--- src/hw/rtl/sba_pkg.sv ---
package sba_pkg;

  // Field widths fixed by the interface
  localparam int RADIUS_W = 10;
  localparam int HARD_W   = 17;
  localparam int COORD_W  = 10;
  localparam int ALPHA_W  = 8;

  // Coordinate compare width: holds 2R for any radius the port can carry
  localparam int CMP_W = COORD_W + 1;

  localparam int MAX_RADIUS_DEF = 512;

  localparam logic [HARD_W-1:0]  HARD_ONE   = 17'h10000;
  localparam logic [ALPHA_W-1:0] FULL_ALPHA = 8'hFF;

  // Fraction bits of the distance, and of its square fed to the root
  localparam int DIST_FRAC = 8;
  localparam int SQ_FRAC   = 2 * DIST_FRAC;

  // Configuration register map
  localparam int CFG_IDX_W  = 1;
  localparam int CFG_DATA_W = HARD_W;

  localparam logic [CFG_IDX_W-1:0] REG_BRUSH_RADIUS = 1'b0;
  localparam logic [CFG_IDX_W-1:0] REG_HARDNESS     = 1'b1;

endpackage

--- src/hw/rtl/soft_brush_alpha_mask.sv ---
// Soft brush alpha mask.
// Input channel (in_valid_i / in_stall_o) carries one pixel coordinate
// (x_pos_i, y_pos_i) of the 2R by 2R brush square per request. The output
// channel (out_valid_o / out_stall_i) returns that pixel's alpha_o, one per
// input, in order.
// The pipeline depth is set by the square root, which resolves one result bit
// per stage (RW + 9 stages, RW = min(10, clog2(MAX_RADIUS+1))), plus 8 stages
// of the falloff divider and 4 stages of distance and classification logic.
// Throughput is one pixel per cycle while the receiver does not stall.
// When the receiver stalls with a result waiting, the whole pipeline holds
// and in_stall_o rises; nothing is dropped or repeated.
// Configuration (cfg_valid_i / cfg_ready_o, always ready) writes brush_radius
// at index 0 and hardness at index 1; write only while no pixel is in flight.
// Reset clears both registers (radius 0: every pixel gives alpha 0) and
// empties the pipeline.
module soft_brush_alpha_mask #(
  parameter int MAX_RADIUS = sba_pkg::MAX_RADIUS_DEF
) (
  input  logic                           clk_i,
  input  logic                           rst_ni,
  input  logic                           in_valid_i,
  output logic                           in_stall_o,
  input  logic [sba_pkg::COORD_W-1:0]    x_pos_i,
  input  logic [sba_pkg::COORD_W-1:0]    y_pos_i,
  output logic                           out_valid_o,
  input  logic                           out_stall_i,
  output logic [sba_pkg::ALPHA_W-1:0]    alpha_o,
  input  logic                           cfg_valid_i,
  output logic                           cfg_ready_o,
  input  logic [sba_pkg::CFG_IDX_W-1:0]  cfg_index_i,
  input  logic [sba_pkg::CFG_DATA_W-1:0] cfg_data_i
);

  localparam int RW_RAW = $clog2(MAX_RADIUS + 1);
  localparam int RW     = (RW_RAW > sba_pkg::RADIUS_W) ? sba_pkg::RADIUS_W : RW_RAW;
  localparam int CW     = sba_pkg::CMP_W;
  localparam int SQW    = 2 * RW;               // dx^2
  localparam int D2W    = 2 * RW + 1;           // dx^2 + dy^2
  localparam int K      = RW + 1 + sba_pkg::DIST_FRAC; // root bits (r8)
  localparam int VW     = 2 * K;                // radicand
  localparam int RMW    = K + 3;                // root remainder
  localparam int RLW    = RW + sba_pkg::DIST_FRAC;     // R << 8
  localparam int RHW    = RW + sba_pkg::HARD_W;        // R * h, divisor
  localparam int NW     = RW + 24;              // dividend
  localparam int QW     = sba_pkg::ALPHA_W;

  typedef struct packed {
    logic [VW-1:0]  rad;
    logic [RMW-1:0] rem;
    logic [K-1:0]   root;
    logic           ins;
  } sq_t;

  typedef struct packed {
    logic [NW-1:0] rem;
    logic [QW-1:0] quo;
    logic          div;
  } dv_t;

  // ---------------------------------------------------------------------------
  // Configuration, stored already clamped
  // ---------------------------------------------------------------------------
  logic [RW-1:0]                 rcl_q;
  logic [sba_pkg::HARD_W-1:0]    hcl_q;
  logic [RHW-1:0]                rh_q, den_q;
  logic [sba_pkg::RADIUS_W-1:0]  rad_w;
  logic [RW-1:0]                 rcl_d;
  logic [sba_pkg::HARD_W-1:0]    hcl_d;

  assign cfg_ready_o = 1'b1;
  assign rad_w       = cfg_data_i[sba_pkg::RADIUS_W-1:0];
  assign rcl_d = (int'(rad_w) > MAX_RADIUS) ? RW'(MAX_RADIUS) : RW'(rad_w);
  assign hcl_d = (cfg_data_i > sba_pkg::HARD_ONE) ? sba_pkg::HARD_ONE : cfg_data_i;

  always_ff @(posedge clk_i or negedge rst_ni) begin
    if (!rst_ni) begin
      rcl_q <= '0;
      hcl_q <= '0;
      rh_q  <= '0;
      den_q <= '0;
    end else begin
      if (cfg_valid_i) begin
        unique case (cfg_index_i)
          sba_pkg::REG_BRUSH_RADIUS: rcl_q <= rcl_d;
          sba_pkg::REG_HARDNESS:     hcl_q <= hcl_d;
          default: ;
        endcase
      end
      // products are registered from the registers and follow them in the next cycle; no pixel needs them sooner
      rh_q  <= RHW'(rcl_q) * RHW'(hcl_q);
      den_q <= RHW'(rcl_q) * RHW'(sba_pkg::HARD_ONE - hcl_q);
    end
  end

  // ---------------------------------------------------------------------------
  // Pipeline control: one global enable
  // ---------------------------------------------------------------------------
  logic en;
  dv_t  dv_q [QW];
  logic dv_vld_q [QW];

  assign en          = !(dv_vld_q[QW-1] && out_stall_i);
  assign in_stall_o  = !en;
  assign out_valid_o = dv_vld_q[QW-1];
  assign alpha_o     = dv_q[QW-1].quo;

  // ---------------------------------------------------------------------------
  // Stage A: offsets from the center, square bounds
  // ---------------------------------------------------------------------------
  logic [CW-1:0] r_ext, two_r, x_ext, y_ext, dx_a, dy_a;
  logic          ins_a;
  logic [RW-1:0] a_dx_q, a_dy_q;
  logic          a_ins_q, a_vld_q;

  assign r_ext = CW'(rcl_q);
  assign two_r = r_ext << 1;
  assign x_ext = CW'(x_pos_i);
  assign y_ext = CW'(y_pos_i);
  assign dx_a  = (x_ext >= r_ext) ? (x_ext - r_ext) : (r_ext - x_ext);
  assign dy_a  = (y_ext >= r_ext) ? (y_ext - r_ext) : (r_ext - y_ext);
  assign ins_a = (rcl_q != '0) && (x_ext < two_r) && (y_ext < two_r);

  // ---------------------------------------------------------------------------
  // Stage B: squares. Stage C: sum.
  // ---------------------------------------------------------------------------
  logic [SQW-1:0] b_dx2_q, b_dy2_q;
  logic           b_ins_q, b_vld_q;
  logic [D2W-1:0] c_d2_q;
  logic           c_ins_q, c_vld_q;

  always_ff @(posedge clk_i or negedge rst_ni) begin
    if (!rst_ni) begin
      a_vld_q <= 1'b0;
      b_vld_q <= 1'b0;
      c_vld_q <= 1'b0;
    end else if (en) begin
      a_vld_q <= in_valid_i;
      b_vld_q <= a_vld_q;
      c_vld_q <= b_vld_q;
    end
  end

  always_ff @(posedge clk_i) begin
    if (en) begin
      // inside the square dx, dy never exceed R
      a_dx_q  <= RW'(dx_a);
      a_dy_q  <= RW'(dy_a);
      a_ins_q <= ins_a;
      b_dx2_q <= SQW'(a_dx_q) * SQW'(a_dx_q);
      b_dy2_q <= SQW'(a_dy_q) * SQW'(a_dy_q);
      b_ins_q <= a_ins_q;
      c_d2_q  <= D2W'(b_dx2_q) + D2W'(b_dy2_q);
      c_ins_q <= b_ins_q;
    end
  end

  // ---------------------------------------------------------------------------
  // Square root, one result bit per stage: r8 = isqrt(d2 << 16)
  // ---------------------------------------------------------------------------
  sq_t  sq_q [K];
  logic sq_vld_q [K];

  for (genvar j = 0; j < K; j++) begin : g_sqrt
    sq_t           s_in, s_nx;
    logic          v_in;
    logic [RMW-1:0] tmp, trial;

    if (j == 0) begin : g_first
      assign s_in.rad  = VW'({c_d2_q, {sba_pkg::SQ_FRAC{1'b0}}});
      assign s_in.rem  = '0;
      assign s_in.root = '0;
      assign s_in.ins  = c_ins_q;
      assign v_in      = c_vld_q;
    end else begin : g_next
      assign s_in = sq_q[j-1];
      assign v_in = sq_vld_q[j-1];
    end

    assign tmp   = {s_in.rem[RMW-3:0], s_in.rad[VW-1 -: 2]};
    assign trial = RMW'({s_in.root, 2'b01});

    always_comb begin
      s_nx     = s_in;
      s_nx.rad = {s_in.rad[VW-3:0], 2'b00};
      if (tmp >= trial) begin
        s_nx.rem  = tmp - trial;
        s_nx.root = {s_in.root[K-2:0], 1'b1};
      end else begin
        s_nx.rem  = tmp;
        s_nx.root = {s_in.root[K-2:0], 1'b0};
      end
    end

    always_ff @(posedge clk_i or negedge rst_ni) begin
      if (!rst_ni) begin
        sq_vld_q[j] <= 1'b0;
      end else if (en) begin
        sq_vld_q[j] <= v_in;
      end
    end

    always_ff @(posedge clk_i) begin
      if (en) begin
        sq_q[j] <= s_nx;
      end
    end
  end

  // ---------------------------------------------------------------------------
  // Stage E: classify into outside, hard core or soft ring; build dividend
  // ---------------------------------------------------------------------------
  logic [K-1:0]   r8, rlim_k;
  logic [RLW-1:0] rlim, dist_in;
  logic [NW-1:0]  num;
  logic           in_disk, in_core;
  dv_t            e_d, e_q;
  logic           e_vld_q;

  assign r8      = sq_q[K-1].root;
  assign rlim    = RLW'(rcl_q) << sba_pkg::DIST_FRAC;
  assign rlim_k  = K'(rlim);
  assign in_disk = sq_q[K-1].ins && (r8 <= rlim_k);
  assign in_core = (RHW'(r8) << sba_pkg::DIST_FRAC) <= rh_q;
  assign dist_in = RLW'(rlim_k - r8);
  // 255 * (256R - r8) * 256
  assign num     = ((NW'(dist_in) << 8) - NW'(dist_in)) << 8;

  always_comb begin
    e_d.rem = num;
    e_d.quo = '0;
    e_d.div = 1'b0;
    priority if (!in_disk) begin
      e_d.quo = '0;
    end else if (in_core) begin
      e_d.quo = sba_pkg::FULL_ALPHA;
    end else begin
      e_d.div = 1'b1;
    end
  end

  always_ff @(posedge clk_i or negedge rst_ni) begin
    if (!rst_ni) begin
      e_vld_q <= 1'b0;
    end else if (en) begin
      e_vld_q <= sq_vld_q[K-1];
    end
  end

  always_ff @(posedge clk_i) begin
    if (en) begin
      e_q <= e_d;
    end
  end

  // ---------------------------------------------------------------------------
  // Restoring divider, one quotient bit per stage, MSB first.
  // In the soft ring the quotient is below 255, so 8 bits cover it.
  // ---------------------------------------------------------------------------
  for (genvar j = 0; j < QW; j++) begin : g_div
    dv_t           d_in, d_nx;
    logic          v_in;
    logic [NW-1:0] den_sh;

    if (j == 0) begin : g_first
      assign d_in = e_q;
      assign v_in = e_vld_q;
    end else begin : g_next
      assign d_in = dv_q[j-1];
      assign v_in = dv_vld_q[j-1];
    end

    assign den_sh = NW'(den_q) << (QW - 1 - j);

    always_comb begin
      d_nx = d_in;
      if (d_in.div && (d_in.rem >= den_sh)) begin
        d_nx.rem = d_in.rem - den_sh;
        d_nx.quo = d_in.quo | (QW'(1) << (QW - 1 - j));
      end
    end

    always_ff @(posedge clk_i or negedge rst_ni) begin
      if (!rst_ni) begin
        dv_vld_q[j] <= 1'b0;
      end else if (en) begin
        dv_vld_q[j] <= v_in;
      end
    end

    always_ff @(posedge clk_i) begin
      if (en) begin
        dv_q[j] <= d_nx;
      end
    end
  end

endmodule

--- config.mk ---
export PLATFORM = sky130hd
export DESIGN_NAME = soft_brush_alpha_mask
export DESIGN_NICKNAME = d
export VERILOG_FILES = /design/src/hw/rtl/sba_pkg.sv /design/src/hw/rtl/soft_brush_alpha_mask.sv
export SDC_FILE = /design/constraint.sdc
export NUM_CORES = 2
export LEC_CHECK = 0
export BUFFER_PORTS_ARGS = -buffer_cell sky130_fd_sc_hd__buf_2
export CAP_MARGIN = 20
export CORE_MARGIN = 2
export CORE_UTILIZATION = 60
export CTS_CLUSTER_DIAMETER = 40
export DETAILED_ROUTE_END_ITERATION = 8
export HOLD_SLACK_MARGIN = 0.15
export PLACE_DENSITY = 0.81
export SLEW_MARGIN = 20
export SYNTH_ARGS = -nofsm -noshare
export SYNTH_HDL_FRONTEND = slang
export SYNTH_SLANG_ARGS = --single-unit
--- constraint.sdc ---
create_clock -name clk_i -period 78 [get_ports clk_i]
set_input_delay 7.8 -clock clk_i [delete_from_list [all_inputs] [get_ports clk_i]]
set_output_delay 7.8 -clock clk_i [all_outputs]
set_load 0.005 [all_outputs]
==> metrics.yaml <==
routing:
  ant_nets: 0
  routedWlPerCell_um: 18.0
  drt_pass1_iterations: 7
  drtIter0Drc: 4618
  vias: 55400
  drt-vias-per-instance: 5.84
  drc_errors: 0
  routed_wl_um: 170000
place:
  place_inst: 9194
  dp_hpwl_um: 125000
  gp_congestion: 0.915
  io_buffers: 52
cts:
  cts_resized: 0
  htree_levels: 4
  cts_made_buffers: 158
  cts_root_buf: "clkbuf_16"
  clkTransAtPathRegs_ns: 0.06
  post_cts_buffers: 0
  cts_sinks: 1124
  clk_latency_ns: 0.79
  ctsHoldBuffers: 0
  clockBufferDepth: 3
  cts_tree: "yes"
global_route:
  grt_usage_pct: 25.3
  grt_max_degree: 200
  antenna_found_initial: 1
  use_met3_pct: 3.91
  grt_overflow: 0
  busiest_layer: "met2"
  grt_pass1_vias: 56500
  use_met1_pct: 32.8
  grt_pass1_wl_um: 280000
  gr-usage-met2_pct: 43.3
timing:
  worst_pin_slew_ns: 1.11
  fmax_mhz: 60.0
  finalCriticalPeriod_ns: 16.68
  setup_viol: 0
  slew_headroom_pct: 26.1
  drv_slew: 0
  final-hold-violation-count: 0
  hold_slack_ns: 0.398
  rsz0062_at_grt: "no"
  clock_skew_ns: 0.0332
  tns_ns: 0
  post-route-period-util_pct: 21.4
synthesis:
  synth_seq_cells: 1124
  synth_nets: 8686
  yosys_warnings: 0
  synthArstFlopShare_pct: 9.88
  netlist_instances: 7513
  synth_ff_type: "edfxtp_1"
  ys_seq_area_share_pct: 41.5
  synth_edf_count: 1013
  mappedNetlistArea_mm2: 0.0799
  yosysUniqueCellTypes: 86
  synth.avg_cell_area_um2: 10.6
setup_path:
  r2r_cells: 26
  end_kind: "output port"
  crit_required_ns: 70.20
  r2r_slack_ns: 69.81
  critical_path_class: "input port to output port"
  cp-start-kind: "input port"
  crit_fanout: 51
  cp.arrival_ns: 8.88
layout:
  final_cell_mix: "1013 x edfxtp_1, 878 x inv_1, 749 x ha_1"
  final_util_pct: 66.3
  fill_cells: 9735
  area_growth_pct: 9.31
  layout_commonest_cell: "edfxtp_1"
  drive_gt1_share_pct: 6.99
  nNetsFinal: 8773
  fin_cells: 9484
min_path:
  hold-path-cell-count: 0
  hold_class: "flop to flop"
floorplan:
  fp.dieW_um: 369
  chipHeight_um: 369
  top_level_ports: 54
  start_util_pct: 60.7
  dieArea_mm2: 0.136
  core_area_mm2: 0.132
  num_rows: 133
run_status:
  outcome: "finished, final reports clean"
run:
  drv_cap: 0
## layout make-up
| cell class | instances | area [um2] | area share, % |
|---|---|---|---|
| multi-input cells | 5337 | 42800 | 49.0 |
| clock buffers | 182 | 4200 | 4.81 |
| repair buffers | 97 | 637 | 0.729 |
| diodes | 1 | 2.50 | 0.00286 |
| inverters | 882 | 3310 | 3.79 |
| well taps | 1755 | 2200 | 2.51 |
| clock inverters | 106 | 1010 | 1.16 |
| flip-flops and latches | 1124 | 33200 | 38.0 |
## layer usage
metal	up-vias	wire length [um]
met5	-	0
met4	0	4970
met3	358	9790
met2	1627	82800
met1	26900	72800
li1	26500	-
## sequential cells by signal, indices dropped and copies added (netlist names), 7 cells and up
signal       count
b_dx2_q         19
den_q           27
dv_q           260
rh_q            26
a_dy_q          10
b_dy2_q         19
e_q             28
hcl_q           17
sq_q           643
c_d2_q          21
g_sqrt.v_in     18
a_dx_q          10
rcl_q           10
g_div.v_in       7
## per-stage QoR
stage / instance area, um2 / worst slack (ns)
6_report: 87400 / 61.32
5_1_grt: 87400 / 61.26
4_1_cts: 87300 / 61.26
3_5_place_dp: 82100 / 61.27
3_3_place_gp: 82100 / 61.29
2_1_floorplan: 79900 / 33.64
## synthesized netlist by cell type (111+ instances only)
library cell / count / area share [%]
inv_1: 878 / 4.1
o21ai_0: 398 / 2.5
and2_1: 210 / 1.6
ha_1: 749 / 12
clkbuf_1: 144 / 0.68
a21oi_1: 386 / 2.4
edfxtp_1: 1013 / 38
nor2_1: 414 / 1.9
xor2_1: 240 / 2.6
nand2_1: 653 / 3.1
a21o_1: 182 / 1.7
nor3_1: 168 / 1.1
fa_1: 381 / 9.5
xnor2_1: 332 / 3.6
dfrtp_1: 111 / 3.5
## critical path: stages
cell     delay (ns)
buf_2          0.11
nand2_4        0.49
inv_1          0.23
buf_2          0.19
## path summary, 6_finish.rpt
path / to / start
min in group asynchronous: den_q[14]$_DFF_PN0_ / rst_ni
min reg2reg: sq_q[2][75]$_DFFE_PN_ / sq_q[1][73]$_DFFE_PN_
min: sq_q[2][75]$_DFFE_PN_ / sq_q[1][73]$_DFFE_PN_
max in group asynchronous: rcl_q[1]$_DFFE_PN0P_ / rst_ni
max: in_stall_o / out_stall_i
max reg2reg: den_q[26]$_DFF_PN0_ / hcl_q[0]$_DFFE_PN0P_
## cells by family (layout without fill, tap and decap cells)
family                   Yosys count  in the layout  synth area share (%)
flip-flops                      1124           1124                  41.5
XOR/XNOR                         572            572                  6.27
AND/OR/NAND/NOR                 2052           2052                  12.5
AO/OA/AOI/OAI                   1444           1444                  11.4
buffers and inverters           1052           1267                  5.01
multiplexers                     137            137                  1.99
other                              2              3               0.00939
adder cells (fa/ha/maj)         1130           1130                  21.3
Power is not shown: default switching activity piles up to over one toggle a cycle in this logic, so the estimate is an artifact.
